### src/rtl/im2col_pkg.sv
`default_nettype none
// ----------------------------------------------------------------------------
// im2col_pkg
// Shared constants, register codes and the queue entry type of the 2-D
// im2col gather block.
// ----------------------------------------------------------------------------
package im2col_pkg;

  localparam int CHANNELS      = 4;
  localparam int MAX_HEIGHT    = 32;
  localparam int MAX_WIDTH     = 32;
  localparam int DILATION_ROWS = 1;
  localparam int DILATION_COLS = 1;

  localparam int WORD_W      = 32;
  localparam int ADDR_W      = 12;
  localparam int STORE_DEPTH = 4096;
  localparam int DIM_W       = 6;
  localparam int KIDX_W      = 5;
  localparam int SMALL_W     = 4;
  localparam int KERNEL_MAX  = 32;

  localparam int S_TDATA_W = 48;
  localparam int M_TDATA_W = 32;

  localparam int CFG_IDX_W  = 3;
  localparam int CFG_DATA_W = 6;

  localparam int MAX_DIM = (MAX_HEIGHT > MAX_WIDTH) ? MAX_HEIGHT : MAX_WIDTH;
  localparam int MAX_DIL = (DILATION_ROWS > DILATION_COLS) ? DILATION_ROWS : DILATION_COLS;
  localparam int POS_W   = $clog2(MAX_DIM + 45 + MAX_DIL * (KERNEL_MAX - 1) + 2);
  localparam int CH_W    = (CHANNELS > 1) ? $clog2(CHANNELS) : 1;

  localparam int FIFO_DEPTH = 4;
  localparam int FIFO_PTR_W = 2;
  localparam int FIFO_CNT_W = 3;

  localparam logic CMD_LOAD = 1'b0;
  localparam logic CMD_EMIT = 1'b1;

  localparam logic [CFG_IDX_W-1:0] REG_IMAGE_HEIGHT  = 3'd0;
  localparam logic [CFG_IDX_W-1:0] REG_IMAGE_WIDTH   = 3'd1;
  localparam logic [CFG_IDX_W-1:0] REG_KERNEL_HEIGHT = 3'd2;
  localparam logic [CFG_IDX_W-1:0] REG_KERNEL_WIDTH  = 3'd3;
  localparam logic [CFG_IDX_W-1:0] REG_PAD_ROWS      = 3'd4;
  localparam logic [CFG_IDX_W-1:0] REG_PAD_COLS      = 3'd5;
  localparam logic [CFG_IDX_W-1:0] REG_STRIDE_ROWS   = 3'd6;
  localparam logic [CFG_IDX_W-1:0] REG_STRIDE_COLS   = 3'd7;

  typedef struct packed {
    logic              is_load;
    logic [ADDR_W-1:0] addr;
    logic [WORD_W-1:0] data;
    logic              pad;
    logic              last;
  } job_t;

endpackage
`default_nettype wire

### src/rtl/im2col_front.sv
`default_nettype none
// ----------------------------------------------------------------------------
// im2col_front
// Holds the registers and the matrix walk; turns an accepted load into a store
// write job and an emit, until the walk ends, into a gather job with its address and padding flag.
// ----------------------------------------------------------------------------
module im2col_front (
  input  wire logic                                clk,
  input  wire logic                                rst,
  input  wire logic                                s_tvalid,
  output logic                                     s_tready,
  input  wire logic [im2col_pkg::S_TDATA_W-1:0]    s_tdata,
  input  wire logic [0:0]                          s_tuser,
  input  wire logic                                cfg_we,
  input  wire logic [im2col_pkg::CFG_IDX_W-1:0]    cfg_index,
  input  wire logic [im2col_pkg::CFG_DATA_W-1:0]   cfg_data,
  output logic                                     push,
  output im2col_pkg::job_t                         push_job,
  input  wire logic                                full
);

  import im2col_pkg::*;

  logic [DIM_W-1:0]   h, w, kh, kw;
  logic [SMALL_W-1:0] ph, pw, sh, sw;

  logic [POS_W-1:0]  rbase, roff, cbase, coff;
  logic [KIDX_W-1:0] kr, kc;
  logic [CH_W-1:0]   ch;
  logic [ADDR_W-1:0] chan_base;
  logic              done;

  logic [POS_W-1:0]  rbase_next, roff_next, cbase_next, coff_next;
  logic [KIDX_W-1:0] kr_next, kc_next;
  logic [CH_W-1:0]   ch_next;
  logic [ADDR_W-1:0] chan_base_next;
  logic              done_next;
  logic              last;

  logic [POS_W-1:0]     span_r, span_c, padded_r, padded_c, lim_r, lim_c;
  logic [POS_W-1:0]     row_sum, col_sum, row_pos, col_pos, rstep, cstep;
  logic                 empty_mx, pad_flag;
  logic [2*DIM_W-1:0]   hw_full, rw_full;
  logic [ADDR_W-1:0]    addr;
  logic                 cmd, accept, emit_go;
  logic [SMALL_W-1:0]   cfg_small;

  assign cmd       = s_tuser[0];
  assign s_tready  = !full;
  assign accept    = s_tvalid && s_tready;
  assign cfg_small = cfg_data[SMALL_W-1:0];

  always_comb begin
    span_r   = POS_W'(DILATION_ROWS) * (POS_W'(kh) - POS_W'(1)) + POS_W'(1);
    span_c   = POS_W'(DILATION_COLS) * (POS_W'(kw) - POS_W'(1)) + POS_W'(1);
    padded_r = POS_W'(h) + (POS_W'(ph) << 1);
    padded_c = POS_W'(w) + (POS_W'(pw) << 1);
    empty_mx = (padded_r < span_r) || (padded_c < span_c);
    lim_r    = padded_r - span_r;
    lim_c    = padded_c - span_c;
    row_sum  = rbase + roff;
    col_sum  = cbase + coff;
    row_pos  = row_sum - POS_W'(ph);
    col_pos  = col_sum - POS_W'(pw);
    pad_flag = (row_sum < POS_W'(ph)) || (row_pos >= POS_W'(h))
            || (col_sum < POS_W'(pw)) || (col_pos >= POS_W'(w));
    hw_full  = (2*DIM_W)'(h) * (2*DIM_W)'(w);
    rw_full  = (2*DIM_W)'(row_pos[DIM_W-1:0]) * (2*DIM_W)'(w);
    addr     = chan_base + ADDR_W'(rw_full) + ADDR_W'(col_pos[DIM_W-1:0]);
    rstep    = rbase + POS_W'(sh);
    cstep    = cbase + POS_W'(sw);
  end

  always_comb begin
    rbase_next     = rbase;
    roff_next      = roff;
    cbase_next     = cbase;
    coff_next      = coff;
    kr_next        = kr;
    kc_next        = kc;
    ch_next        = ch;
    chan_base_next = chan_base;
    done_next      = done;
    last           = 1'b0;
    if (cstep > lim_c) begin
      cbase_next = '0;
      if (rstep > lim_r) begin
        rbase_next = '0;
        if ((DIM_W'(kc) + DIM_W'(1)) >= kw) begin
          kc_next   = '0;
          coff_next = '0;
          if ((DIM_W'(kr) + DIM_W'(1)) >= kh) begin
            kr_next   = '0;
            roff_next = '0;
            if (ch == CH_W'(CHANNELS - 1)) begin
              ch_next        = '0;
              chan_base_next = '0;
              last           = 1'b1;
              done_next      = 1'b1;
            end else begin
              ch_next        = ch + CH_W'(1);
              chan_base_next = chan_base + ADDR_W'(hw_full);
            end
          end else begin
            kr_next   = kr + KIDX_W'(1);
            roff_next = roff + POS_W'(DILATION_ROWS);
          end
        end else begin
          kc_next   = kc + KIDX_W'(1);
          coff_next = coff + POS_W'(DILATION_COLS);
        end
      end else begin
        rbase_next = rstep;
      end
    end else begin
      cbase_next = cstep;
    end
  end

  assign emit_go = accept && (cmd == CMD_EMIT) && !done && !empty_mx;
  assign push    = (accept && (cmd == CMD_LOAD)) || emit_go;

  always_comb begin
    push_job.is_load = (cmd == CMD_LOAD);
    push_job.addr    = (cmd == CMD_LOAD) ? s_tdata[ADDR_W-1:0] : addr;
    push_job.data    = s_tdata[ADDR_W +: WORD_W];
    push_job.pad     = pad_flag;
    push_job.last    = last;
  end

  always_ff @(posedge clk) begin
    if (rst) begin
      h         <= DIM_W'(32);
      w         <= DIM_W'(32);
      kh        <= DIM_W'(3);
      kw        <= DIM_W'(3);
      ph        <= SMALL_W'(1);
      pw        <= SMALL_W'(1);
      sh        <= SMALL_W'(1);
      sw        <= SMALL_W'(1);
      rbase     <= '0;
      roff      <= '0;
      cbase     <= '0;
      coff      <= '0;
      kr        <= '0;
      kc        <= '0;
      ch        <= '0;
      chan_base <= '0;
      done      <= 1'b0;
    end else if (cfg_we) begin
      case (cfg_index)
        REG_IMAGE_HEIGHT: begin
          h <= (cfg_data == '0) ? DIM_W'(1) :
               (int'(cfg_data) > MAX_HEIGHT) ? DIM_W'(MAX_HEIGHT) : cfg_data;
        end
        REG_IMAGE_WIDTH: begin
          w <= (cfg_data == '0) ? DIM_W'(1) :
               (int'(cfg_data) > MAX_WIDTH) ? DIM_W'(MAX_WIDTH) : cfg_data;
        end
        REG_KERNEL_HEIGHT: begin
          kh <= (cfg_data == '0) ? DIM_W'(1) :
                (int'(cfg_data) > KERNEL_MAX) ? DIM_W'(KERNEL_MAX) : cfg_data;
        end
        REG_KERNEL_WIDTH: begin
          kw <= (cfg_data == '0) ? DIM_W'(1) :
                (int'(cfg_data) > KERNEL_MAX) ? DIM_W'(KERNEL_MAX) : cfg_data;
        end
        REG_PAD_ROWS:    ph <= cfg_small;
        REG_PAD_COLS:    pw <= cfg_small;
        REG_STRIDE_ROWS: sh <= (cfg_small == '0) ? SMALL_W'(1) : cfg_small;
        REG_STRIDE_COLS: sw <= (cfg_small == '0) ? SMALL_W'(1) : cfg_small;
        default: begin
        end
      endcase
      rbase     <= '0;
      roff      <= '0;
      cbase     <= '0;
      coff      <= '0;
      kr        <= '0;
      kc        <= '0;
      ch        <= '0;
      chan_base <= '0;
      done      <= 1'b0;
    end else if (emit_go) begin
      rbase     <= rbase_next;
      roff      <= roff_next;
      cbase     <= cbase_next;
      coff      <= coff_next;
      kr        <= kr_next;
      kc        <= kc_next;
      ch        <= ch_next;
      chan_base <= chan_base_next;
      done      <= done_next;
    end
  end

endmodule
`default_nettype wire

### config.mk
export PLATFORM = sky130hd
export DESIGN_NAME = im2col_front
export DESIGN_NICKNAME = d
export VERILOG_FILES = /design/src/rtl/im2col_pkg.sv /design/src/rtl/im2col_front.sv
export SDC_FILE = /design/constraint.sdc
export NUM_CORES = 1
export LEC_CHECK = 0
export BUFFER_PORTS_ARGS = -buffer_cell sky130_fd_sc_hd__clkbuf_2
export CAP_MARGIN = 20
export CORE_MARGIN = 2
export CORE_UTILIZATION = 45
export DETAILED_ROUTE_END_ITERATION = 16
export PLACE_DENSITY_LB_ADDON = 0.05
export SYNTH_ARGS = -nofsm -noshare
export SYNTH_HDL_FRONTEND = slang
export SYNTH_SLANG_ARGS = --single-unit
### constraint.sdc
create_clock -name clk -period 18.35 [get_ports clk]
set_input_delay 1.835 -clock clk [delete_from_list [all_inputs] [get_ports clk]]
set_output_delay 1.835 -clock clk [all_outputs]
set_load 0.02 [all_outputs]
==> results of run 1 <==
stage by stage:
step / hold slack (ns) / utilization [%]
2_1_floorplan: 0.428 / -
3_3_place_gp: 0.446 / 46.4
3_5_place_dp: 0.449 / 46.4
4_1_cts: 0.459 / 47.8
5_1_grt: 0.477 / 47.8
6_report: 0.455 / 47.8
power breakdown:
group	total (mW)	leakage [nW]	switching [mW]	internal (mW)
combinational	0.119	4.18	0.0694	0.0493
clock	0.214	0.159	0.0926	0.121
sequential	0.207	0.751	0.00300	0.204
total	0.539	5.09	0.165	0.374
flip-flops by register name, summed over array words and instances (netlist names), 5 cells and up:
register and cells:
kw 6, cbase 7, coff 7, h 6, chan_base 12, kh 6
kr 5, kc 5, rbase 7, roff 7, w 6
worst reg2reg max path: stages (launching register included):
cell      delay [ns]
dfxtp_1         0.57
ha_1            0.26
fa_1            0.44
ha_1            0.35
nor2b_1         0.15
o21ai_0         0.14
nand2b_1        0.10
a21o_1          0.19
a21oi_1         0.17
xnor2_1         0.10
ha_1            0.36
nand4_1         0.10
a21oi_1         0.14
o21ai_1         0.24
nand3b_4        0.29
or4b_4          0.57
nor3_2          0.68
mux2_2          0.29
placed cells by master (no fill, tap or decap), types with 19 or more instances in the layout:
cell type  count
inv_1        166
ha_1         145
nor2_1       139
dfxtp_1       93
nand2_1       67
fa_1          66
xnor2_1       53
a21oi_1       46
mux2i_1       44
clkbuf_2      43
o21ai_0       29
nor2b_1       26
xor2_1        21
nand3_1       20
a21o_1        19
final cells by class:
| class | count | area, um2 | area share (%) |
|---|---|---|---|
| repair buffers | 48 | 250 | 2.33 |
| well taps | 285 | 357 | 3.31 |
| flip-flops and latches | 93 | 1860 | 17.3 |
| clock buffers | 10 | 229 | 2.13 |
| inverters | 166 | 623 | 5.79 |
| clock inverters | 6 | 93.8 | 0.872 |
| multi-input cells | 868 | 7350 | 68.3 |
final timing paths:
kind                            startpoint            to  slack [ns]  cells after the start
worst min register to register       kh[2]         kh[2]        0.46                      2
worst max register to register        w[1]         ch[0]       13.17                     17
worst max-delay path               roff[0]  push_job[44]        9.55                     25
worst min-delay path                 kh[2]         kh[2]        0.46                      2
cells by family (layout without fill, tap and decap cells):
group                      after synthesis  count (layout)  synth area share [%]
and+or+nand+nor                        355             355                  17.6
buffers and inverters                  227             230                  9.93
adders and majority gates              211             211                  30.7
AOI/OAI and AO/OA                      173             173                  11.7
DFF                                     93              93                  18.2
xor gates and xnor gates                74              74                  6.34
muxes                                   55              55                  5.59
per-layer routing:
metal	vias up	share of wire (%)	track usage [%]
li1	3926	-	-
met1	3608	53	31.7
met2	118	43	31.2
met3	18	3.4	2.80
met4	0	1.0	4.32
met5	-	0	0
==> results.json, run 1 <==
{
  "finClkSkew_ns": 0.00882,
  "synth_commonest_cells": "inv_1 (166), ha_1 (145), nor2_1 (139), dfxtp_1 (93), nand2_1 (67)",
  "yosys.area.top_type": "dfxtp_1",
  "maxCapViolCount": 0,
  "tightest_slew_ns": 0.908,
  "start_util_pct": 45.4,
  "cp.arrival_ns": 6.97,
  "cts.sink_count": 93,
  "drive_gt1_share_pct": 8.48,
  "die_h_um": 155,
  "fin_ws_ns": 9.55,
  "cts_buffer_depth": 2,
  "rsz0062_at_grt": "false",
  "antenna_found_initial": 0,
  "synth_most_common_cell": "inv_1",
  "slowest_delay_ns": 0.53,
  "end_kind": "output port",
  "hold_viol_final": 0,
  "start_kind": "flip-flop",
  "nets": 1460,
  "clkLatencyLatePin_ns": 0.36,
  "power_leakage_nw": 5.09,
  "powerDensity_nw_per_um2": 50.1,
  "critPathBufInv": 6,
  "syn_area_um2": 10200,
  "rows": 55,
  "clock.fmax_mhz": 114,
  "ys.flop_type": "dfxtp_1",
  "antennaDiodeCount": 0,
  "postRouteAntennaNets": 0,
  "synth-async-reset-ratio_pct": 0,
  "irDropWorstVdd_v": 0.0000383,
  "cts-resized-gates": 0,
  "worstPathMaxFanout": 6,
  "place_congestion": 0.824,
  "synth.distinct_cells": 76,
  "wl_per_cell_um": 16.2,
  "grt_pass1_wl_um": 39000,
  "status": "complete, no violations",
  "syn_nets": 1462,
  "total_power_mw": 0.539,
  "path_clk_slew_ns": 0.07,
  "pin_count": 112,
  "hold_class": "flip-flop to flip-flop",
  "yosys-top-cells-area": "dfxtp_1 (18%), ha_1 (18%), fa_1 (13%)",
  "preCtsSetupSlack_ns": 9.91,
  "vias": 7670,
  "place_area_um2": 10400,
  "htree_levels": 3,
  "slew_headroom_pct": 39.3,
  "fin_cells": 1476,
  "finalInstanceArea_um2": 10800,
  "routed_wl_um": 23900,
  "io_buffers": 43,
  "crit_family": "adder cells",
  "fp.dieArea_um2": 23900,
  "syn_inst": 1188,
  "clockRootBuffer": "clkbuf_16",
  "finalCritPeriodShare_pct": 48.0,
  "avgSynthCellArea_um2": 8.61,
  "area_delta_synth_final_pct": 5.26,
  "grt_pass1_vias": 7360,
  "slew_viol_final": 0,
  "dpl.hpwl_um": 19500,
  "crit_type": "flip-flop to output port",
  "hold_buffers": 0,
  "cp_common_cell": "fa_1",
  "cts_made_buffers": 9,
  "place_inst": 1459,
  "post_cts_buffers": 0,
  "yosysWarnings": 0,
  "yosysSeqAreaShare_pct": 18.2,
  "synth_top_area_share_pct": 18.2,
  "track_usage_pct": 20.8,
  "fin_crit_ns": 8.80,
  "grt_start_max_net_pins": 40,
  "dr.pass1.iters": 5,
  "cp_slowest_cell": "fa_1",
  "die_w_um": 155,
  "synth-seq-cells": 93,
  "post-route-drc-count": 0,
  "fillers": 2235,
  "grt-ovfl-total": 0,
  "cts_tree": "built",
  "setup_viol": 0,
  "core-area_um2": 22500,
  "via_per_inst": 5.20,
  "cp.required_ns": 16.51,
  "synth_edf_count": 0,
  "tns_ns": 0,
  "drt_iter0_drc": 381
}
No activity file was read; power rests on OpenSTA's default activity.
==> run 2, diff against run 1 <==
- clock period: 18.35 -> 7.95 ns (I/O delays scaled with it)
==> results.json, run 2 (synthesis results as in run 1) <==
{
  "cp.arrival_ns": 6.71,
  "drive_gt1_share_pct": 8.89,
  "rr_endpoint": "ch[0]",
  "clockRootBuffer": "clkbuf_16",
  "place_congestion": 0.830,
  "routed_wl_um": 23900,
  "power_leakage_nw": 5.09,
  "finClkSkew_ns": 0.0147,
  "grt-ovfl-total": 0,
  "dr.pass1.iters": 4,
  "grt_start_max_net_pins": 40,
  "antenna_found_initial": 0,
  "status": "complete, no violations",
  "pin_count": 112,
  "hp-start": "kh[3]",
  "cts.sink_count": 93,
  "nets": 1462,
  "vias": 7768,
  "largest_reg_flops": 12,
  "cts_tree": "built",
  "layout_common_cells": "inv_1 (166), ha_1 (145), nor2_1 (139)",
  "crit_type": "flip-flop to output port",
  "fp.dieArea_um2": 23900,
  "clock.fmax_mhz": 133,
  "final_common_cell": "inv_1",
  "post-route-drc-count": 0,
  "track_usage_pct": 21.0,
  "clkLatencyLatePin_ns": 0.37,
  "finalCritPeriodShare_pct": 94.4,
  "reg2reg_from": "w[1]",
  "slowest_delay_ns": 0.53,
  "fin_cells": 1478,
  "postRouteAntennaNets": 0,
  "powerDensity_nw_per_um2": 110,
  "start_util_pct": 45.4,
  "hold_buffers": 0,
  "rows": 55,
  "tns_ns": 0,
  "cp-endpoint": "push_job[44]",
  "slew_headroom_pct": 36.2,
  "via_per_inst": 5.26,
  "htree_levels": 3,
  "io_buffers": 43,
  "cp.required_ns": 7.15,
  "grt_pass1_wl_um": 39800,
  "cp_slowest_cell": "fa_1",
  "setup_viol": 0,
  "holdWs_ns": 0.458,
  "cts_made_buffers": 9,
  "wl_per_cell_um": 16.2,
  "start_kind": "flip-flop",
  "path_clk_slew_ns": 0.08,
  "maxCapViolCount": 0,
  "antennaDiodeCount": 0,
  "hold_class": "flip-flop to flip-flop",
  "r2r_setup_slack_ns": 2.75,
  "grt_pass1_vias": 7550,
  "rr_worst_depth": 18,
  "fin_crit_ns": 7.50,
  "die_h_um": 155,
  "dpl.hpwl_um": 19700,
  "drt_iter0_drc": 464,
  "cp_common_cell": "fa_1",
  "top_register": "chan_base",
  "place_inst": 1459,
  "end_kind": "output port",
  "area_delta_synth_final_pct": 5.23,
  "tightest_slew_ns": 0.954,
  "critPathLaunch": "roff[0]",
  "core-area_um2": 22500,
  "slew_viol_final": 0,
  "worstPathMaxFanout": 5,
  "die_w_um": 155,
  "hold_viol_final": 0,
  "cts_buffer_depth": 2,
  "total_power_mw": 1.19,
  "irDropWorstVdd_v": 0.000108
}
run 2: changes by cell type in the layout (fill, tap and decap cells not counted), moves of 2 or more:
| cell | change |
|---|---|
| clkinvlp_4 | +2 |
| bufinv_16 | -2 |
| xnor2_1 | -2 |
| xnor2_2 | +2 |
| buf_4 | +2 |
run 2: what timing repair did:
item | in CTS | in global routing
endpoints found under the hold margin | 0 | 0
setup endpoints to repair | 0 | 4
resized for setup | 0 | 5
buffers inserted | 0 | 2
run 2: worst min path at each step:
stage	endpoint	cells after the start	slack (ns)
after floorplan	done	2	0.43
after global placement	kh[2]	2	0.45
after detailed placement	kh[2]	2	0.45
after CTS	kh[2]	2	0.46
after global routing	kh[5]	2	0.48
final	kh[3]	2	0.46
run 2: worst max-delay path: cells and delay by family, from the launching register on:
kind	cells	cell delay [ns]
buffers and inverters	6	0.42
AND/OR/NAND/NOR	4	0.68
XOR/XNOR	1	0.29
AO/OA/AOI/OAI	6	1.02
adder cells (fa/ha/maj)	8	3.56
flip-flops	1	0.37
run 2: per-stage QoR:
step | setup slack, ns | area [um2] | util, %
2_1_floorplan | 1.20 | 10200 | -
3_3_place_gp | 0.600 | 10400 | 46.4
3_5_place_dp | 0.525 | 10400 | 46.4
4_1_cts | 0.0959 | 10700 | 47.6
5_1_grt | -0.00142 | 10800 | 47.8
6_report | 0.446 | 10800 | 47.8
run 2: report_power, final:
group / total, mW / switching, mW / internal, mW
Clock: 0.434 / 0.210 / 0.224
Sequential: 0.477 / 0.00704 / 0.470
Combinational: 0.275 / 0.161 / 0.114
run 2: layer usage:
layer / part of all wire [%] / GRT usage [%] / wire length [um] / up-vias
met5: 0 / 0 / 0 / -
met4: 1.2 / 4.23 / 285 / 0
met3: 3.2 / 2.58 / 755 / 14
met2: 43 / 32.1 / 10300 / 116
met1: 52 / 31.8 / 12600 / 3697
li1: - / - / - / 3941
run 2: cell type report:
class	count	area [um2]
Multi-Input combinational cell	868	7370
Tap cell	285	357
Inverter	166	623
Clock inverter	5	41.3
Clock buffer	11	243
Sequential cell	93	1860
Fill cell	2210	11700
Timing Repair Buffer	50	265
