## src/rtl/im2col_pkg.sv

```systemverilog
`default_nettype none
// ----------------------------------------------------------------------------
// im2col_pkg
// Shared constants, register codes and the queue entry type of the 2-D
// im2col gather block.
// ----------------------------------------------------------------------------
package im2col_pkg;

  localparam int CHANNELS      = 4;
  localparam int MAX_HEIGHT    = 32;
  localparam int MAX_WIDTH     = 32;
  localparam int DILATION_ROWS = 1;
  localparam int DILATION_COLS = 1;

  localparam int WORD_W      = 32;
  localparam int ADDR_W      = 12;
  localparam int STORE_DEPTH = 4096;
  localparam int DIM_W       = 6;
  localparam int KIDX_W      = 5;
  localparam int SMALL_W     = 4;
  localparam int KERNEL_MAX  = 32;

  localparam int S_TDATA_W = 48;
  localparam int M_TDATA_W = 32;

  localparam int CFG_IDX_W  = 3;
  localparam int CFG_DATA_W = 6;

  localparam int MAX_DIM = (MAX_HEIGHT > MAX_WIDTH) ? MAX_HEIGHT : MAX_WIDTH;
  localparam int MAX_DIL = (DILATION_ROWS > DILATION_COLS) ? DILATION_ROWS : DILATION_COLS;
  localparam int POS_W   = $clog2(MAX_DIM + 45 + MAX_DIL * (KERNEL_MAX - 1) + 2);
  localparam int CH_W    = (CHANNELS > 1) ? $clog2(CHANNELS) : 1;

  localparam int FIFO_DEPTH = 4;
  localparam int FIFO_PTR_W = 2;
  localparam int FIFO_CNT_W = 3;

  localparam logic CMD_LOAD = 1'b0;
  localparam logic CMD_EMIT = 1'b1;

  localparam logic [CFG_IDX_W-1:0] REG_IMAGE_HEIGHT  = 3'd0;
  localparam logic [CFG_IDX_W-1:0] REG_IMAGE_WIDTH   = 3'd1;
  localparam logic [CFG_IDX_W-1:0] REG_KERNEL_HEIGHT = 3'd2;
  localparam logic [CFG_IDX_W-1:0] REG_KERNEL_WIDTH  = 3'd3;
  localparam logic [CFG_IDX_W-1:0] REG_PAD_ROWS      = 3'd4;
  localparam logic [CFG_IDX_W-1:0] REG_PAD_COLS      = 3'd5;
  localparam logic [CFG_IDX_W-1:0] REG_STRIDE_ROWS   = 3'd6;
  localparam logic [CFG_IDX_W-1:0] REG_STRIDE_COLS   = 3'd7;

  typedef struct packed {
    logic              is_load;
    logic [ADDR_W-1:0] addr;
    logic [WORD_W-1:0] data;
    logic              pad;
    logic              last;
  } job_t;

endpackage
`default_nettype wire

```

## src/rtl/im2col_fifo.sv

```systemverilog
`default_nettype none
// ----------------------------------------------------------------------------
// im2col_fifo
// Short job queue between the walk front end and the store back end.
// ----------------------------------------------------------------------------
module im2col_fifo (
  input  wire logic               clk,
  input  wire logic               rst,
  input  wire logic               push,
  input  wire im2col_pkg::job_t   push_job,
  output logic                    full,
  input  wire logic               pop,
  output im2col_pkg::job_t        head_job,
  output logic                    empty
);

  import im2col_pkg::*;

  job_t                  slots [FIFO_DEPTH];
  logic [FIFO_PTR_W-1:0] wr_ptr;
  logic [FIFO_PTR_W-1:0] rd_ptr;
  logic [FIFO_CNT_W-1:0] count;

  assign full     = (count == FIFO_CNT_W'(FIFO_DEPTH));
  assign empty    = (count == '0);
  assign head_job = slots[rd_ptr];

  always_ff @(posedge clk) begin
    if (push) begin
      slots[wr_ptr] <= push_job;
    end
  end

  always_ff @(posedge clk) begin
    if (rst) begin
      wr_ptr <= '0;
      rd_ptr <= '0;
      count  <= '0;
    end else begin
      if (push) begin
        wr_ptr <= wr_ptr + FIFO_PTR_W'(1);
      end
      if (pop) begin
        rd_ptr <= rd_ptr + FIFO_PTR_W'(1);
      end
      case ({push, pop})
        2'b10:   count <= count + FIFO_CNT_W'(1);
        2'b01:   count <= count - FIFO_CNT_W'(1);
        default: count <= count;
      endcase
    end
  end

endmodule
`default_nettype wire

```

## config.mk

```make
export PLATFORM = sky130hd
export DESIGN_NAME = im2col_fifo
export DESIGN_NICKNAME = d
export VERILOG_FILES = /design/src/rtl/im2col_pkg.sv /design/src/rtl/im2col_fifo.sv
export SDC_FILE = /design/constraint.sdc
export NUM_CORES = 1
export LEC_CHECK = 0
export BUFFER_PORTS_ARGS = -buffer_cell sky130_fd_sc_hd__buf_2
export CELL_PAD_IN_SITES_DETAIL_PLACEMENT = 0
export CELL_PAD_IN_SITES_GLOBAL_PLACEMENT = 2
export CORE_MARGIN = 8
export CORE_UTILIZATION = 41
export DETAILED_ROUTE_END_ITERATION = 8
export PLACE_DENSITY = 0.8
export REMOVE_ABC_BUFFERS = 1
export SYNTH_ARGS = -nofsm -noshare
export SYNTH_HDL_FRONTEND = slang
export SYNTH_SLANG_ARGS = --single-unit
```

## constraint.sdc

```tcl
create_clock -name clk -period 2.7 [get_ports clk]
set_input_delay 0.27 -clock clk [delete_from_list [all_inputs] [get_ports clk]]
set_output_delay 0.27 -clock clk [all_outputs]
set_load 0.01 [all_outputs]
```

==> summary.md, run 1 <==
| Metric | Value |
|---|---|
| Outcome | `completed` |
| Die Footprint | `22170 µm²` |
| Port bufs | `99` |
| Worst slew pin tran | `around 0.46 ns` |
| Setup TNS | `0 ns` |
| Reg area | `roughly 5800 µm²` |
| RSZ-0062 raised after global routing | `false` |
| CP max stage cell | `dfxtp_4` |
| Avg WL per Cell | `20.39 µm` |
| Cell Rows | `48` |
| Worst path depth | `3` |
| Mapped Cells | `around 300` |
| Min-Delay Path Class | `in -> reg` |
| Postcts setup bufs | `0` |
| Min Clock Period, post-route | `2.299 ns` |
| Effective utilization at floorplan | `a little over two fifths` |
| CTS tree | `yes` |
| Final Cycle Share | `a little under nine tenths` |
| Sequential area share after synthesis | `80.46%` |
| Final slew viol count | `0` |
| Post-DRT Antenna Nets | `0` |
| PwrDens | `approximately 760 nW/µm²` |
| Max cap viols | `0` |
| Via density | `5.008` |
| Clock latency on the worst-skew pair | `between 0.4 and 0.5 ns` |
| Final Net Count | `roughly 470` |
| Critical Path RT | `around 2.4 ns` |
| Diode count | `0` |
| Die Y | `approximately 150 µm` |
| Die W | `roughly 150 µm` |
| Area of the core | `17300 µm²` |
| GPL Wtd Cong | `approximately 0.67` |
| Largest net degree at the start of global routing | `30` |
| Post-synth top area share | `between 70% and 80%` |
| Crit Path Category | `reg -> out` |
| Drt pass-1 iters | `4` |
| CP peak stage delay | `between 0.6 and 0.7 ns` |
| HPWL after DPL | `8.209 mm` |
| GRT overflow | `0` |
| CTS max path bufs | `2` |
| VDD IR max | `0.0004372 V` |
| Cts bufs inserted | `17` |
| Clock sink total | `around 200` |
| Worst Reg-to-Reg Cells | `5` |
| Final Instance Count excl. Fillers | `648` |
| Finished Core Util | `49.56%` |
| Setup Skew | `just over 0.006 ns` |
| Synth unique cells | `22` |
| CTS root buf | `clkbuf_16` |
| DRT iter0 DRCs | `about 190` |
| Hold_buf cts | `0` |
| Multi-input logic area | `roughly 1300 µm²` |
| M3 GR Usage | `between 4 and 5%` |
| Total wire length | `~13 mm` |
| Hold Slack | `slightly below 0.07 ns` |
| Cell area after synthesis | `slightly above 7000 µm²` |
| Setup crit start kind | `flip-flop` |
| Number of remaining DRC errors | `0` |
| Critical path arrival | `2.03 ns` |
| Worst Hold Depth | `1` |
| Fraction of layout cells with a size suffix above 1 | `between 40% and 50%` |
| Cts repair resizes | `0` |
| Setup ws final | `0.4012 ns` |
| GRT Total Usage | `12.60%` |
| Synth Register Bits | `about 200` |
| CTS H-Tree Depth | `4` |
| Global-route met1 utilization | `between 10% and 20%` |
| Met2 usage | `approximately a fifth` |
| Crit-path max FO | `21` |
| CP delay by family, top | `flip-flops` |
| Slew HR | `between 60 and 70%` |
| Mean Syn Cell Area | `~25 µm²` |
| Synth warnings | `0` |
| Synth-to-Final Area Change | `18.39%` |
| Vias in the first global route | `3663` |
| Lkg Pwr | `about 0.0029 µW` |
| Final Hold Viols | `0` |
| Worst setup EP type | `output port` |
| Count of final setup violators | `0` |
| Fmax | `~0.44 GHz` |
| Global-route wire length before repair | `between 20 and 25 mm` |
| Boundary pin count | `100` |
| Clock slew at reported path FFs | `0.07 ns` |
| Synth area leaders | `edfxtp_1 78%, mux4_2 15%, dfxtp_1 2.5%` |
| FILL cells | `roughly 1400` |
| Bufs and invs on worst path | `2` |
| Vias | `3245` |
| Synth area leader | `edfxtp_1` |
| Initial antenna violation count | `0` |
| Worst path cell trace | `buf_12, mux4_2, buf_2` |
| Pre-CTS setup slack | `0.7743 ns` |
| Top Usage Layer GRT | `met2` |
| Dpl cells | `about 620` |
-- cell usage in the layout, fill, tap and decap left out, types with 2 or more instances in the layout --
master / netlist / layout
inv_6: 0 / 2
ha_1: 5 / 5
inv_1: 6 / 6
buf_4: 1 / 11
edfxtp_1: 188 / 188
bufinv_16: 0 / 2
clkbuf_16: 0 / 17
clkinv_2: 0 / 3
nor2_1: 8 / 8
a21oi_1: 2 / 2
mux4_2: 47 / 47
xor2_1: 3 / 3
clkbuf_1: 2 / 5
and2_2: 0 / 4
dfxtp_1: 9 / 7
xnor2_1: 2 / 2
buf_2: 4 / 99
-- metal layers --
metal / vias to the layer above / share of wire, % / wire length [µm]
met5: - / 0 / 0
met4: 0 / 0.66 / 87
met3: 7 / 5.9 / 776
met2: 87 / 51 / 6759
met1: 1696 / 42 / 5588
li1: 1455 / - / -
-- worst reg2reg max path, cell delays in order (launching register included) --
cell and delay (ns):
dfxtp_1 0.36, inv_1 0.08, fa_1 0.44, xor2_1 0.16
or3_1 0.30, a21oi_1 0.13
-- registers in the layout, indices dropped and copies added, names as in the netlist, named ones only --
signal	count
slots	188
count	3
wr_ptr	2
rd_ptr	2
-- synth_stat cells --
cell,n
buf_12,3
clkbuf_1,2
mux4_2,47
fa_1,1
and3_1,1
xor2_1,3
buf_2,4
buf_4,1
nor3_1,1
o21ai_0,1
mux2i_1,1
dfxtp_1,9
edfxtp_1,188
and2_1,4
buf_6,1
ha_1,5
nor2_1,8
inv_1,6
nand2_1,1
or3_1,1
a21oi_1,2
xnor2_1,2
-- final cells by class --
| class | instances | share of cell area, % |
|---|---|---|
| clock buffers | 22 | 5.182 |
| clock inverters | 9 | 1.212 |
| inverters | 6 | 0.2627 |
| multi-input cells | 78 | 15.06 |
| flip-flops and latches | 197 | 68.02 |
| well taps | 225 | 3.284 |
| repair buffers | 111 | 6.977 |
-- cell families (layout without fill, tap and decap cells) --
kind of cell             Yosys count  in the layout  share of synthesized area [%]
AO/OA/AOI/OAI                      3              3                         0.2073
XOR/XNOR                           5              5                         0.6049
adder cells (fa/ha/maj)            6              6                          1.140
buffers and inverters             17            148                          1.780
flip-flops                       197            197                          80.46
multiplexers                      48             48                          14.76
AND/OR/NAND/NOR                   16             16                          1.054
-- path summary, 6_finish.rpt --
check,from,to,slack [ns]
worst max register to register,count[0],count[2],1.16
worst max-delay path,flip-flop,head_job[35],0.40
worst min-delay path,push_job[24],slots[2][24],0.07
worst min register to register,count[2],count[2],0.52
-- where the power goes --
part	internal, µW	total (µW)	switching, µW
clock	1360	2360	1000
sequential	3500	3560	53.3
combinational	301	640	339
-- metrics by stage --
step	area, µm²	power [µW]
floorplan	7134	3985
global placement	8024	4266
detailed placement	8024	4286
CTS	8572	6654
global route	8572	6810
finish	8572	6557
Note: power is estimated with default switching activity, not from simulation.
==> run 2: changes to the inputs <==
--- a/config.mk
+++ b/config.mk
@@ -9,9 +9,9 @@
 export CELL_PAD_IN_SITES_DETAIL_PLACEMENT = 0
 export CELL_PAD_IN_SITES_GLOBAL_PLACEMENT = 2
 export CORE_MARGIN = 8
-export CORE_UTILIZATION = 41
+export CORE_UTILIZATION = 39
 export DETAILED_ROUTE_END_ITERATION = 8
-export PLACE_DENSITY = 0.8
+export PLACE_DENSITY = 0.77
 export REMOVE_ABC_BUFFERS = 1
 export SYNTH_ARGS = -nofsm -noshare
 export SYNTH_HDL_FRONTEND = slang
==> run 2 against run 1 <==
Routed wire length is 3.6% higher. Register-to-register slack worse by 0.16 ns. Hold slack worse by 0.010 ns. Via count is 0.46% higher. Core utilization is 2.7 points lower. Flip-flop and latch count stayed put. Die area is 4.6% higher. Total power is 0.99% higher. Critical path depth stayed put. Clock skew is 0.0012 ns lower. First-iteration DRC count is 9.8% lower. Critical path type unchanged.
==> summary.md, run 2 (same netlist as run 1, synthesis figures left out) <==
| Metric | Value |
|---|---|
| Fmax | `0.4396 GHz` |
| Final Instance Count excl. Fillers | `656` |
| Die Y | `approximately 150 µm` |
| HPWL after DPL | `8.855 mm` |
| Vias in the first global route | `around 3800` |
| PwrDens | `roughly 770 nW/µm²` |
| CTS root buf | `clkbuf_16` |
| GRT overflow | `0` |
| Final slew viol count | `0` |
| Boundary pin count | `100` |
| Hold Slack | `0.05833 ns` |
| Met1 WL | `between 5 and 6 mm` |
| Worst slew pin tran | `just over 0.5 ns` |
| Largest regs | `slots (188), count (3)` |
| CP delay by family, top | `flip-flops` |
| Cts bufs inserted | `17` |
| Met3 Routed Length | `roughly 650 µm` |
| CP peak stage delay | `0.56 ns` |
| Final Hold Viols | `0` |
| Multi-input logic area | `roughly 1300 µm²` |
| Finished Core Util | `between 40% and 50%` |
| Effective utilization at floorplan | `39.23%` |
| Final Net Count | `467` |
| GRT Total Usage | `approximately an eighth` |
| Worst Reg-to-Reg Cells | `4` |
| Slew HR | `around two thirds` |
| Final Cycle Share | `84.25%` |
| Number of flip-flops under the largest register name | `~190` |
| Capturing point of the worst reg2reg path | `slots[0][35]` |
| DRT iter0 DRCs | `around 170` |
| Worst setup EP type | `output port` |
| Fraction of layout cells with a size suffix above 1 | `a little under half` |
| Diode count | `0` |
| Count of final setup violators | `0` |
| Largest Register | `slots` |
| Critical path arrival | `~2 ns` |
| Die W | `152.3 µm` |
| Met2 wire len | `6.923 mm` |
| Clock sink total | `between 150 and 200` |
| R2R Setup Slk | `1.00 ns` |
| CTS H-Tree Depth | `4` |
| Drt pass-1 iters | `4` |
| Global-route wire length before repair | `between 20 and 25 mm` |
| Worst r2r src | `wr_ptr[0]` |
| Postcts setup bufs | `0` |
| Clock slew at reported path FFs | `0.07 ns` |
| Lkg Pwr | `between 0.002 and 0.003 µW` |
| Critical Path RT | `2.43 ns` |
| CTS max path bufs | `2` |
| RSZ-0062 raised after global routing | `false` |
| Setup Skew | `0.004926 ns` |
| Dpl cells | `625` |
| Hold_buf cts | `0` |
| Crit Path Category | `reg -> out` |
| FILL cells | `around 1500` |
| Most common cell after layout, fill and taps aside | `edfxtp_1` |
| Largest net degree at the start of global routing | `32` |
| Total wire length | `between 10 and 15 mm` |
| Worst path cell trace | `buf_4, mux4_2, buf_2` |
| Port bufs | `between 90 and 100` |
| Clock latency on the worst-skew pair | `0.42 ns` |
| Post-DRT Antenna Nets | `0` |
| Bufs and invs on worst path | `2` |
| Area of the core | `18460 µm²` |
| Via density | `between 4 and 5` |
| Vias | `approximately 3300` |
| CP max stage cell | `dfxtp_4` |
| CTS tree | `yes` |
| GPL Wtd Cong | `~0.7` |
| Synth-to-Final Area Change | `19.53%` |
| Initial antenna violation count | `1` |
| Min Clock Period, post-route | `roughly 2.3 ns` |
| Outcome | `completed` |
| Crit-path max FO | `14` |
| Reg area | `5831 µm²` |
| Setup crit start kind | `flip-flop` |
| Max cap viols | `0` |
| Cts repair resizes | `0` |
| Min-Delay Path Class | `in -> reg` |
| Avg WL per Cell | `about 21 µm` |
| VDD IR max | `~0.00043 V` |
| Highest metal used | `met5` |
| Worst path depth | `3` |
| Critical Path Sink | `head_job[10]` |
| Start point of the worst hold path | `push_job[40]` |
| Commonest cells after routing, fill and taps aside | `188 x edfxtp_1, 99 x buf_2, 47 x mux4_2` |
| Setup TNS | `0 ns` |
| Cell Rows | `50` |
| Number of remaining DRC errors | `0` |
| Die Footprint | `between 20000 and 25000 µm²` |
run 2: cell types whose count changed in the layout (fill, tap and decap cells not counted), sizes merged:
cell,previous run,this run
buf,111,110
clkbuf,22,18
clkinv,4,6
clkinvlp,1,4
inv,8,7
run 2: where the power goes:
| group | switching [µW] | internal (µW) | total (µW) |
|---|---|---|---|
| logic | 345 | 312 | 656 |
| registers | 54.1 | 3500 | 3560 |
| clock network | 1050 | 1350 | 2410 |
run 2: layout make-up:
class | count | area share (%)
Clock inverter | 13 | 1.561
Inverter | 6 | 0.2602
Timing Repair Buffer | 110 | 7.547
Multi-Input combinational cell | 78 | 14.92
Tap cell | 234 | 3.383
Sequential cell | 197 | 67.37
Clock buffer | 18 | 4.959
run 2: metal layers:
metal | vias to the layer above | global-route usage, %
li1 | 1453 | -
met1 | 1715 | 14.60
met2 | 81 | 20.97
met3 | 9 | 4.453
met4 | 2 | 3.855
met5 | - | 0
run 2: worst min-delay path by stage:
| stage | endpoint | slack, ns | depth (start not counted) |
|---|---|---|---|
| 3_3_place_gp | slots[2][45] | 0.48 | 1 |
| 6_report | slots[2][40] | 0.06 | 1 |
| 2_1_floorplan | count[2] | 0.34 | 1 |
| 3_5_place_dp | slots[2][35] | 0.49 | 1 |
| 5_1_grt | slots[1][21] | 0.04 | 1 |
| 4_1_cts | slots[2][35] | 0.04 | 1 |
run 2: worst register-to-register path, delay by kind of cell (launching register included):
family                   cells  cell delay (ns)
adder cells (fa/ha/maj)      1             0.14
buffers and inverters        2             0.41
flip-flops                   1             0.36
AND/OR/NAND/NOR              1             0.47
run 2: per-stage QoR:
stage	power (µW)	cell area [µm²]	worst slack [ns]
after global routing	6870	8655	0.2670
after detailed placement	4308	8090	0.8087
after floorplan	3985	7134	-0.3035
after CTS	6709	8655	0.3385
final	6622	8655	0.4253
after global placement	4285	8090	0.8245
==> run 3: changes to the inputs <==
==> constraint.sdc (replaced) <==
create_clock -name clk -period 2.3 [get_ports clk]
set_input_delay 0.23 -clock clk [delete_from_list [all_inputs] [get_ports clk]]
set_output_delay 0.23 -clock clk [all_outputs]
set_load 0.01 [all_outputs]
==> run 3 against run 2 <==
Non-clock buffer count up 7. Total power is 21% higher. Global-route usage about the same. Register-to-register slack got worse by 0.32 ns. Setup slack got worse by 0.19 ns. Combinational power up 22%. Critical path type unchanged.
==> summary.md, run 3 (same netlist as run 1, synthesis figures left out) <==
| Metric | Value |
|---|---|
| P_sw | `approximately 1700 µW` |
| Effective utilization at floorplan | `39.23%` |
| Critical Path RT | `around 2.1 ns` |
| Max cap viols | `0` |
| VDD IR max | `around 0.00047 V` |
| Clock latency on the worst-skew pair | `about 0.43 ns` |
| Cts bufs inserted | `17` |
| Die W | `roughly 150 µm` |
| Pre-CTS setup slack | `0.5544 ns` |
| Share of power burned in registers | `about half` |
| M3 GR Usage | `3.857%` |
| Commonest cells after routing, fill and taps aside | `188 x edfxtp_1, 99 x buf_2, 47 x mux4_2` |
| Avg WL per Cell | `between 20 and 25 µm` |
| DRT iter0 DRCs | `roughly 210` |
| Combinational Power Share | `10.0%` |
| Cts repair resizes | `0` |
| Met2 usage | `a little over a fifth` |
| Final slew viol count | `0` |
| Cell Rows | `50` |
| Final Cycle Share | `around 90%` |
| Fin area | `8780 µm²` |
| DP Area | `roughly 8100 µm²` |
| Setup Skew | `between 0.01 and 0.015 ns` |
| Diode count | `0` |
| Largest net degree at the start of global routing | `32` |
| CTS max path bufs | `2` |
| Clock power share | `between 30% and 40%` |
| Boundary pin count | `100` |
| Worst slew pin tran | `0.5220 ns` |
| Min-Delay Path Class | `in -> reg` |
| Global-route wire length before repair | `21.56 mm` |
| Vias | `roughly 3300` |
| Die Y | `152.3 µm` |
| Port bufs | `99` |
| Number of remaining DRC errors | `0` |
| HPWL after DPL | `8.509 mm` |
| GRT Total Usage | `between 10% and 20%` |
| Int Pwr | `6304 µW` |
| Most common cell after layout, fill and taps aside | `edfxtp_1` |
| Setup crit start kind | `flip-flop` |
| RSZ-0062 raised after global routing | `false` |
| Critical path arrival | `1.83 ns` |
| Outcome | `completed` |
| Via density | `4.994` |
| Fmax | `0.4854 GHz` |
| Initial antenna violation count | `1` |
| Number of flip-flops under the largest register name | `188` |
| CTS H-Tree Depth | `4` |
| Largest Register | `slots` |
| Crit-path max FO | `16` |
| Global-route met1 utilization | `14.66%` |
| PwrDens | `~910 nW/µm²` |
| Worst setup EP type | `output port` |
| Post-DRT Antenna Nets | `0` |
| Die Footprint | `roughly 23000 µm²` |
| Top Usage Layer GRT | `met2` |
| GPL Wtd Cong | `between 0.6 and 0.7` |
| Min Clock Period, post-route | `around 2.1 ns` |
| Largest regs | `slots (188), count (3)` |
| Synth-to-Final Area Change | `21.25%` |
| Postcts setup bufs | `0` |
| Drt pass-1 iters | `6` |
| Final Net Count | `about 470` |
| Final Hold Viols | `0` |
| CTS root buf | `clkbuf_16` |
| Total wire length | `13.72 mm` |
| Clock sink total | `slightly below 200` |
| Count of final setup violators | `0` |
| Fraction of layout cells with a size suffix above 1 | `44.76%` |
| CTS tree | `yes` |
| Lkg Pwr | `around 0.0030 µW` |
| Crit Path Category | `reg -> out` |
| Vias in the first global route | `about 3700` |
| Finished Core Util | `approximately 48%` |
| GRT overflow | `0` |
| Clock slew at reported path FFs | `approximately 0.07 ns` |
| Area of the core | `18460 µm²` |
| Setup ws final | `about 0.24 ns` |
| Fraction of power spent switching nets | `a little over a fifth` |
| Slew HR | `roughly two thirds` |
==> run 3: cell count changes in the layout (fill, tap and decap cells not counted), sizes merged <==
cell / previous run / this run
clkinv: 6 / 5
clkinvlp: 4 / 1
buf: 110 / 111
inv: 7 / 9
dlygate4sd3: 0 / 6
bufinv: 2 / 4
==> run 3: layer usage <==
layer / vias up / part of all wire [%]
li1: 1464 / -
met1: 1747 / 42
met2: 84 / 52
met3: 14 / 5.1
met4: 2 / 1.2
met5: - / 0.087
==> run 3: area by class of cell <==
type                       count  area, µm²
timing repair buffer         117      733.2
inverter                       6      22.52
multi-input combinational     78       1291
sequential                   197       5831
clock inverter                13      180.2
tap                          234      292.8
fill                        1507       9676
clock buffer                  18      429.2
==> run 3: path summary, 6_finish.rpt <==
kind	start	endpoint	slack, ns	depth (start not counted)
setup / recovery	flip-flop	head_job[25]	0.24	3
hold / removal	push_job[41]	slots[1][41]	0.02	1
setup reg to reg	wr_ptr[0]	slots[3][36]	0.68	3
hold reg to reg	rd_ptr[1]	flip-flop	0.52	2
==> run 3: timing repair <==
item                                    in CTS  in global routing
hold endpoints to repair                    24                  0
hold buffers                                 6                  0
endpoints found under the setup margin       0                  0
==> run 3: power groups by stage <==
stage | clock network (µW) | registers [µW] | logic [µW]
5_1_grt | 3270 | 4170 | 877
3_3_place_gp | 0 | 4220 | 812
3_5_place_dp | 0 | 4230 | 823
2_1_floorplan | 0 | 4280 | 400
6_report | 3060 | 4150 | 802
4_1_cts | 3140 | 4160 | 833
==> run 3: per-stage QoR <==
| stage | power (µW) | hold slack (ns) | instances | setup TNS [ns] |
|---|---|---|---|---|
| final | 8020 | 0.02153 | 663 | 0 |
| after global placement | 5036 | 0.4393 | 626 | 0 |
| after floorplan | 4678 | 0.2991 | 281 | -31.19 |
| after CTS | 8128 | 0.0009097 | 663 | 0 |
| after global routing | 8316 | 0.001100 | 663 | 0 |
| after detailed placement | 5057 | 0.4463 | 626 | 0 |
==> run 3: critical path, stage by stage, from the launching register on <==
cell,delay (ns)
dfxtp_4,0.36
buf_4,0.32
mux4_2,0.57
buf_2,0.16
